--- src/design/wmmd_pkg.sv ---
// Shared types and constants for the waveform min/max decimator.
// No dependencies; the top level refers to it by scoped names.
package wmmd_pkg;

    // Default width of the sample position counter.
    localparam int unsigned POSITION_BITS_DEFAULT = 24;
    // Width of the position field on the result stream.
    localparam int unsigned OUT_POS_W = 24;
    // Width of a sample and of the segment length register.
    localparam int unsigned SAMPLE_W = 16;
    localparam int unsigned SEG_LEN_W = 16;
    // Segment length after reset.
    localparam logic [SEG_LEN_W-1:0] SEG_LEN_RESET = 16'd1;

    // One extreme point as it leaves the block.
    typedef struct packed {
        logic [OUT_POS_W-1:0]       position;
        logic signed [SAMPLE_W-1:0] value;
        logic                       is_maximum;
        logic                       last_of_run;
        logic                       stream_done;
    } point_t;

endpackage

--- src/design/waveform_minmax_decimator.sv ---
// Waveform min/max decimator: top level.
// Depends on wmmd_pkg for the point type, field widths and reset constants.
//
// Takes one signed 16-bit sample per cycle (unless stalled) and splits the stream into
// segments of segment_length samples (0 counts as 1); tlast on a sample ends the data
// and closes the segment early. For each closed segment the block sends the minimum and
// maximum points in stream order, or one point (the minimum, is_maximum 0) when both sit at
// the same position. Ties keep the earliest position. Positions count from 0,
// saturate at 2^POSITION_BITS-1 and restart after the last sample. A sample is
// registered at its transfer and folded into the running extremes when it advances.
// When it closes a segment, its points enter a two-point output buffer at that same edge,
// so the first point is valid once the closing sample has passed the input register and
// head_reg. The buffer drains one point per cycle while m_axis_tready is high. Throughput
// is one sample per cycle while m_axis_tready stays high; a segment of one sample closed
// by tlast while the previous pair is still draining stalls input.
module waveform_minmax_decimator #(
    parameter int unsigned POSITION_BITS = wmmd_pkg::POSITION_BITS_DEFAULT
) (
    input  logic        clk,
    input  logic        rst_n,
    // segment length register write
    input  logic        cfg_valid,
    output logic        cfg_ready,
    input  logic [15:0] cfg_data,
    // sample stream
    input  logic        s_axis_tvalid,
    output logic        s_axis_tready,
    input  logic [15:0] s_axis_tdata,   // [15:0] sample
    input  logic        s_axis_tlast,   // end_of_data
    // extreme point stream
    output logic        m_axis_tvalid,
    input  logic        m_axis_tready,
    output logic [39:0] m_axis_tdata,   // [23:0] position, [39:24] value
    output logic        m_axis_tlast,   // last_of_run
    output logic [1:0]  m_axis_tuser    // [0] is_maximum, [1] stream_done
);

    localparam int unsigned SW = wmmd_pkg::SAMPLE_W;
    localparam int unsigned LW = wmmd_pkg::SEG_LEN_W;
    localparam int unsigned OPW = wmmd_pkg::OUT_POS_W;

    logic [LW-1:0] seg_len_reg;

    logic                 in_valid_reg;
    logic signed [SW-1:0] in_sample_reg;
    logic                 in_eod_reg;

    logic [POSITION_BITS-1:0] sample_pos_reg;
    logic [LW-1:0]            fill_reg;
    logic signed [SW-1:0]     max_reg;
    logic signed [SW-1:0]     min_reg;
    logic [POSITION_BITS-1:0] max_pos_reg;
    logic [POSITION_BITS-1:0] min_pos_reg;

    logic signed [SW-1:0]     max_next;
    logic signed [SW-1:0]     min_next;
    logic [POSITION_BITS-1:0] max_pos_next;
    logic [POSITION_BITS-1:0] min_pos_next;
    logic [LW-1:0]            fill_inc;
    logic [LW-1:0]            eff_len;
    logic                     seg_close;

    logic [POSITION_BITS+OPW-1:0] max_pos_ext;
    logic [POSITION_BITS+OPW-1:0] min_pos_ext;
    wmmd_pkg::point_t max_pt;
    wmmd_pkg::point_t min_pt;
    wmmd_pkg::point_t p0;
    wmmd_pkg::point_t p1;
    logic [1:0]       n_points;

    wmmd_pkg::point_t head_reg;
    wmmd_pkg::point_t head_next;
    wmmd_pkg::point_t second_reg;
    wmmd_pkg::point_t second_next;
    logic [1:0]       count_reg;
    logic [1:0]       count_next;

    logic s_accept;
    logic in_advance;
    logic buf_free;
    logic pop;
    logic push;

    // ---------------- configuration ----------------
    assign cfg_ready = 1'b1;

    always_ff @(posedge clk or negedge rst_n)
    begin
        if (!rst_n)
        begin
            seg_len_reg <= wmmd_pkg::SEG_LEN_RESET;
        end
        else if (cfg_valid && cfg_ready)
        begin
            seg_len_reg <= cfg_data;
        end
    end

    // ---------------- handshakes ----------------
    assign pop      = m_axis_tvalid && m_axis_tready;
    assign buf_free = (count_reg == 2'd0) || ((count_reg == 2'd1) && m_axis_tready);

    // advance the held sample unless it closes a segment and the buffer has no room
    assign in_advance    = in_valid_reg && (!seg_close || buf_free);
    assign push          = in_advance && seg_close;
    assign s_axis_tready = !in_valid_reg || in_advance;
    assign s_accept      = s_axis_tvalid && s_axis_tready;

    always_ff @(posedge clk or negedge rst_n)
    begin
        if (!rst_n)
        begin
            in_valid_reg <= 1'b0;
        end
        else if (s_accept)
        begin
            in_valid_reg <= 1'b1;
        end
        else if (in_advance)
        begin
            in_valid_reg <= 1'b0;
        end
    end

    always_ff @(posedge clk)
    begin
        if (s_accept)
        begin
            in_sample_reg <= s_axis_tdata;
            in_eod_reg    <= s_axis_tlast;
        end
    end

    // ---------------- running extremes ----------------
    always_comb
    begin
        max_next     = max_reg;
        min_next     = min_reg;
        max_pos_next = max_pos_reg;
        min_pos_next = min_pos_reg;
        if (fill_reg == '0)
        begin
            max_next     = in_sample_reg;
            min_next     = in_sample_reg;
            max_pos_next = sample_pos_reg;
            min_pos_next = sample_pos_reg;
        end
        else
        begin
            if (in_sample_reg > max_reg)
            begin
                max_next     = in_sample_reg;
                max_pos_next = sample_pos_reg;
            end
            if (in_sample_reg < min_reg)
            begin
                min_next     = in_sample_reg;
                min_pos_next = sample_pos_reg;
            end
        end
    end

    assign fill_inc  = (fill_reg == '1) ? fill_reg : fill_reg + 1'b1;
    assign eff_len   = (seg_len_reg == '0) ? LW'(1) : seg_len_reg;
    assign seg_close = (fill_inc >= eff_len) || in_eod_reg;

    always_ff @(posedge clk or negedge rst_n)
    begin
        if (!rst_n)
        begin
            sample_pos_reg <= '0;
            fill_reg       <= '0;
            max_reg        <= '0;
            min_reg        <= '0;
            max_pos_reg    <= '0;
            min_pos_reg    <= '0;
        end
        else if (in_advance)
        begin
            max_reg     <= max_next;
            min_reg     <= min_next;
            max_pos_reg <= max_pos_next;
            min_pos_reg <= min_pos_next;
            fill_reg    <= seg_close ? '0 : fill_inc;
            if (in_eod_reg)
            begin
                sample_pos_reg <= '0;
            end
            else if (sample_pos_reg != '1)
            begin
                sample_pos_reg <= sample_pos_reg + 1'b1;
            end
        end
    end

    // ---------------- point ordering ----------------
    assign max_pos_ext = {{OPW{1'b0}}, max_pos_next};
    assign min_pos_ext = {{OPW{1'b0}}, min_pos_next};

    always_comb
    begin
        max_pt.position    = max_pos_ext[OPW-1:0];
        max_pt.value       = max_next;
        max_pt.is_maximum  = 1'b1;
        max_pt.last_of_run = 1'b0;
        max_pt.stream_done = in_eod_reg;
        min_pt.position    = min_pos_ext[OPW-1:0];
        min_pt.value       = min_next;
        min_pt.is_maximum  = 1'b0;
        min_pt.last_of_run = 1'b0;
        min_pt.stream_done = in_eod_reg;

        if (max_pos_next > min_pos_next)
        begin
            p0             = min_pt;
            p1             = max_pt;
            p1.last_of_run = 1'b1;
            n_points       = 2'd2;
        end
        else if (max_pos_next < min_pos_next)
        begin
            p0             = max_pt;
            p1             = min_pt;
            p1.last_of_run = 1'b1;
            n_points       = 2'd2;
        end
        else
        begin
            // both extremes at one position: send the minimum alone
            p0             = min_pt;
            p0.last_of_run = 1'b1;
            p1             = max_pt;
            n_points       = 2'd1;
        end
    end

    // ---------------- output buffer ----------------
    always_comb
    begin
        head_next   = head_reg;
        second_next = second_reg;
        if (push)
        begin
            head_next   = p0;
            second_next = p1;
        end
        else if (pop && (count_reg == 2'd2))
        begin
            head_next = second_reg;
        end
        count_next = count_reg - {1'b0, pop} + (push ? n_points : 2'd0);
    end

    always_ff @(posedge clk or negedge rst_n)
    begin
        if (!rst_n)
        begin
            count_reg <= 2'd0;
        end
        else
        begin
            count_reg <= count_next;
        end
    end

    always_ff @(posedge clk)
    begin
        head_reg   <= head_next;
        second_reg <= second_next;
    end

    assign m_axis_tvalid = (count_reg != 2'd0);
    assign m_axis_tdata  = {head_reg.value, head_reg.position};
    assign m_axis_tlast  = head_reg.last_of_run;
    assign m_axis_tuser  = {head_reg.stream_done, head_reg.is_maximum};

endmodule
--- config.mk ---
export PLATFORM = sky130hd
export DESIGN_NAME = waveform_minmax_decimator
export DESIGN_NICKNAME = d
export VERILOG_FILES = /design/src/design/wmmd_pkg.sv /design/src/design/waveform_minmax_decimator.sv
export SDC_FILE = /design/constraint.sdc
export NUM_CORES = 1
export LEC_CHECK = 0
export BUFFER_PORTS_ARGS = -buffer_cell sky130_fd_sc_hd__buf_2
export CAP_MARGIN = 0
export CELL_PAD_IN_SITES_DETAIL_PLACEMENT = 0
export CELL_PAD_IN_SITES_GLOBAL_PLACEMENT = 2
export CORE_MARGIN = 1.5
export CORE_UTILIZATION = 40
export CTS_CLUSTER_SIZE = 16
export DETAILED_ROUTE_END_ITERATION = 12
export GPL_TIMING_DRIVEN = 0
export PLACE_DENSITY_LB_ADDON = 0.1
export SLEW_MARGIN = 20
export SYNTH_ARGS = -nofsm -noshare
export SYNTH_HDL_FRONTEND = slang
export SYNTH_SLANG_ARGS = --single-unit
--- constraint.sdc ---
create_clock -name clk -period 6.6 [get_ports clk]
set_clock_uncertainty 0.15 [all_clocks]
set_input_delay 0.66 -clock clk [delete_from_list [all_inputs] [get_ports clk]]
set_output_delay 0.66 -clock clk [all_outputs]
set_load 0.005 [all_outputs]
### Word-level counts from Yosys, hierarchy flattened

Cells that the tools add are included.

* register bits after elaboration: 242
* latch bits: 0
* RAM bits: 0
* ROM bits: 0
* bits of input ports: 38
* word-level logic and storage cells: 78
* memories kept: 0

* add/subtract/negate cells: 4
* multipliers: 0
* divide/modulo/power cells: 0
* order comparisons: 5
* equal/unequal tests: 4
* shifts and indexed selects: 0
* multiplexer cells: 24
* bitwise gates (word level): 0
* reduce and logical (&&, ||, !) cells: 20

Operators by type and width (count)
* $mux W43: 6
* $mux W24: 6
* $mux W16: 7
* $logic_not A16 Y1: 2
* $add A24 B1 Y24 const B: 1
* $gt A24 B24 Y1: 1
* $lt A24 B24 Y1: 1
* $ne A24 B24 Y1 const B: 1
* $add A16 B1 Y16 const B: 1
* $eq A16 B16 Y1 const B: 1
* $ge A16 B16 Y1: 1
* $gt A16 B16 Y1: 1
* $lt A16 B16 Y1: 1
* $reduce_bool A2 Y1: 4
* $logic_and A1 B1 Y1: 6
* $mux W2: 3
* $logic_or A1 B1 Y1: 4
* $add A2 B2 Y2: 1
* $eq A2 B1 Y1 const B: 1
* $eq A2 B2 Y1 const B: 1
* $logic_not A1 Y1: 2
* $logic_not A2 Y1: 1
* $mux W1: 2
* $reduce_and A2 Y1: 1
* $sub A2 B1 Y2: 1

### Longest topological paths before layout

* word-level depth: 10
* gate-level depth with buffers: 27

### Worst setup path before layout

OpenSTA, ideal clock, no wires.

* kind: flip-flop to flip-flop
* from: register in_sample_reg[5]
* to: register count_reg[1]
* setup time: 80 ps
* arrival: 5122 ps
* required time: 6370 ps
* path slack: 1248 ps
* stages on the path, launching flop included: 26
* path buffers: 3
* period minus slack after synthesis: 5352 ps
* cell sequence: edfxtp_1 ha_1 a211o_1 a21oi_1 a2bb2oi_1 a2111oi_4 nor2_2 buf_4 mux2i_1 inv_1 ha_1 nand4_1 nor4_1 o211ai_1 and3_1 buf_2 inv_2 buf_4 nand3_1 or2_2 ha_1 inv_1 ha_1 xnor2_1 xnor2_1 xnor2_1

* longest elaborated chain between the ends: 8

RTL lines
* start, declared: line waveform_minmax_decimator.sv:45 `logic signed [SW-1:0] in_sample_reg;`
* start signal, assigned: line waveform_minmax_decimator.sv:129 `in_sample_reg <= s_axis_tdata;`
* $gt A16 B16 Y1 (*): line waveform_minmax_decimator.sv:150 `if (in_sample_reg > max_reg)`
* $mux W24 (*): line waveform_minmax_decimator.sv:150
* $mux W24 (*): line waveform_minmax_decimator.sv:141 `if (fill_reg == '0)`
* named net max_pos_next[23]: line waveform_minmax_decimator.sv:57 `logic [POSITION_BITS-1:0] max_pos_next;`
* $lt A24 B24 Y1: line waveform_minmax_decimator.sv:220 `else if (max_pos_next < min_pos_next)`
* $mux W2: line waveform_minmax_decimator.sv:220
* $mux W2 (*): line waveform_minmax_decimator.sv:213 `if (max_pos_next > min_pos_next)`
* $mux W2 (*): line waveform_minmax_decimator.sv:251 `count_next = count_reg - {1'b0, pop} + (push ? n_points : 2'd0);`
* $add A2 B2 Y2 (*): line waveform_minmax_decimator.sv:251
* named net count_next[1]: line waveform_minmax_decimator.sv:76 `logic [1:0] count_next;`
* end signal, assigned: line waveform_minmax_decimator.sv:262 `count_reg <= count_next;`
* end, declared: line waveform_minmax_decimator.sv:75 `logic [1:0] count_reg;`

Mark *: on every way through the listed nets, which the timed path passes. The rest lies on a longest branch.
A chain may end at the register's enable or synchronous reset.

### Worst setup path after layout

Ends and elaborated chain as after synthesis.

==> run summary <==
Post-synth EDFFs - 103
Clock Sinks - 242
pins over their slew limit - 0
share of post-route cells with drive strength above 1 - 18.4%
Overflow after GRT - 0
first-pass GRT wire length - 56100 um
deepest level of the CTS H-tree - 1
detailed-route via count - 9682
drt drc - 0
Clock transition at path regs - 60 ps
vias in the first global route - 9587
syn avg cell area - 10.8 um^2
# fillers - 3054
sw frac - 40.1%
Port Buffers - 82
die height - 183 um
crit path capture type - flop
I/O pin count - 84
status - complete, no violations
internal power - 4.51 mW
WL/cell - 20.2 um
pwr/cell area - 498 nW/um^2
CP top delay family - simple AND/OR/NAND/NOR gates
core area - 31700 um^2
worst hold path type - in -> reg
FFs w/ async S/R, synth - 57.4%
Area Overhead vs Synth - 17.0%
Critical Path RT - 6920 ps
number of diodes - 0
Final Core Density - 47.7%
Fin Hold WS - 122 ps
CP most frequent cell - ha_1
DR iter-0 viols - 506
die width - 183 um
Rows - 65
Final period util - 95.1%
CP Class - reg -> reg
clock share of power - 22.9%
drt pass-1 iters - 5
largest net degree at the start of global routing - 56
switching power of the nets - 3.02 mW
Tot Pwr - 7.53 mW
CP max stage delay - 450 ps
Worst-Margin Slew - 881 ps
Max Clock Freq - 159 MHz
synthesized net count - 1316
yosys synthesis warning count - 0
most frequent cells in the layout - 138 x nand2_1, 138 x dfrtp_1, 103 x edfxtp_1
Post-DRT Antenna Nets - 0
Final Hold Viols - 0
Final nets - 1440
relative slew slack - 41.2%
vias per inst - 5.53
GRT Util Overall - 21.5%
Post-Syn Instances - 1202
sequential area share after synthesis - 50.9%
maximum clock path buffer count - 3
Main synth FF type - dfrtp_1
Maximum Capacitance Violations - 0
power share of the combinational group - 47.5%
CP arrival - 6590 ps
clock latency on the worst-skew pair - 560 ps
gpl congestion - 0.802
standby leakage power - 6.72 nW
root buf cell - clkbuf_16
hpwl dp - 25000 um
Final min period - 6270 ps
# setup viols final - 0
Num CTS Buffers - 30
Buf/Inv on CP - 6
initial antenna violation count - 0
Yosys reg bits - 242
Slowest-stage cell, CP - edfxtp_1
CTS tree - yes
Post-Syn Area - 12900 um^2
die area - 33400 um^2
Initial Util - 40.7%
Peak VDD IR - 0.363 mV
Crit Path Max Fanout - 10
Startpoint Class - flop
Yosys cell types - 68
Reg power frac - 29.6%
Largest register FFs - 43
final wirelength - 35300 um
RSZ-0062 raised after global routing - no
-- stage by stage --
| step | area (um^2) | setup WS [ps] | TNS (ps) | std cells |
|---|---|---|---|---|
| detailed placement | 13900 | -256 | -256 | 1690 |
| finish | 15100 | 326 | 0 | 1752 |
| global placement | 13800 | -836 | -55300 | 1686 |
| floorplan | 12900 | 1250 | 0 | 1202 |
| global route | 15100 | 3.88 | 0 | 1752 |
| CTS | 15000 | 26.8 | 0 | 1749 |
-- final cells by class --
cell class	instances	area, um^2	area share [%]
multi-input cells	812	5820	38.5
clock inverters	20	236	1.56
inverters	85	319	2.11
clock buffers	36	805	5.32
repair buffers	92	554	3.67
plain buffers	63	310	2.05
flip-flops and latches	242	6570	43.5
well taps	402	503	3.33
-- power by group through the flow --
stage          Clock, mW  Sequential [mW]  Combinational [mW]
5_1_grt             1.83             2.27                3.89
3_5_place_dp           0             2.25                3.55
2_1_floorplan          0             2.21                2.43
6_report            1.72             2.23                3.58
4_1_cts             1.76             2.23                3.57
3_3_place_gp           0             2.26                3.52
-- metal layers --
metal | GRT usage (%) | share of wire [%] | routed length, um | vias to the layer above
li1 | - | - | - | 4687
met1 | 29.9 | 47 | 16700 | 4762
met2 | 35.5 | 47 | 16600 | 174
met3 | 2.60 | 3.1 | 1090 | 59
met4 | 5.98 | 2.6 | 932 | 0
met5 | 0 | 0 | 0 | -
-- timing repair --
| action | in CTS | in global routing |
|---|---|---|
| endpoints found under the setup margin | 1 | 2 |
| hold buffers | 1 | 0 |
| pin swaps | 3 | 1 |
| gates cloned | 0 | 0 |
| resized for setup | 6 | 14 |
| hold endpoints to repair | 40 | 0 |
| setup buffers | 2 | 3 |
-- cell usage after synthesis, drive strengths merged, types with 2 or more instances --
| cell type | number | area [um^2] |
|---|---|---|
| a211o | 3 | 26.3 |
| o21a | 3 | 22.5 |
| buf | 25 | 155 |
| inv | 84 | 315 |
| nand2b | 6 | 37.5 |
| a21oi | 42 | 210 |
| ha | 76 | 951 |
| mux2 | 36 | 439 |
| a21o | 3 | 22.5 |
| a22o | 7 | 61.3 |
| nor2 | 40 | 153 |
| o31ai | 11 | 82.6 |
| dfrtp | 138 | 3450 |
| nor2b | 6 | 37.5 |
| and2 | 12 | 77.6 |
| a22oi | 2 | 15.0 |
| nand4 | 19 | 119 |
| nor4b | 2 | 17.5 |
| or3 | 16 | 100 |
| nor4 | 9 | 56.3 |
| xor2 | 4 | 35.0 |
| edfxtp | 103 | 3090 |
| a2111oi | 3 | 57.6 |
| nor3 | 10 | 55.1 |
| o22ai | 2 | 12.5 |
| xnor2 | 9 | 78.8 |
| o21ai | 105 | 533 |
| a31oi | 18 | 113 |
| and4 | 5 | 43.8 |
| or4 | 8 | 60.1 |
| o211ai | 10 | 80.1 |
| or2 | 5 | 31.3 |
| o221ai | 24 | 210 |
| nand3 | 53 | 265 |
| and3 | 6 | 37.5 |
| nand2 | 139 | 522 |
| mux2i | 73 | 731 |
| o221a | 15 | 169 |
| clkbuf | 38 | 143 |
| a2bb2oi | 17 | 149 |
-- logic make-up (layout without fill, tap and decap cells) --
family	after synthesis	in the layout	share of synthesized area [%]
xor+xnor	13	13	0.881
fa+ha+maj	76	76	7.36
mux	109	109	9.05
other cells	1	1	0.0290
compound gates	275	275	14.5
simple gates	338	338	12.6
buf+inv	148	296	4.77
flops	242	242	50.9
-- final timing paths --
| kind | from | to | slack (ps) | cells after the start |
|---|---|---|---|---|
| max | in_sample_reg[5] | count_reg[1] | 330 | 25 |
| min | s_axis_tlast | in_eod_reg | 120 | 1 |
| max reg2reg | in_sample_reg[5] | count_reg[1] | 330 | 25 |
| min reg2reg | max_pos_reg[0] | max_pos_reg[0] | 330 | 2 |
| max in group asynchronous | rst_n | seg_len_reg[0] | 5170 | 3 |
| min in group asynchronous | rst_n | max_reg[10] | 440 | 2 |
Note: power is estimated with default switching activity, not from simulation.
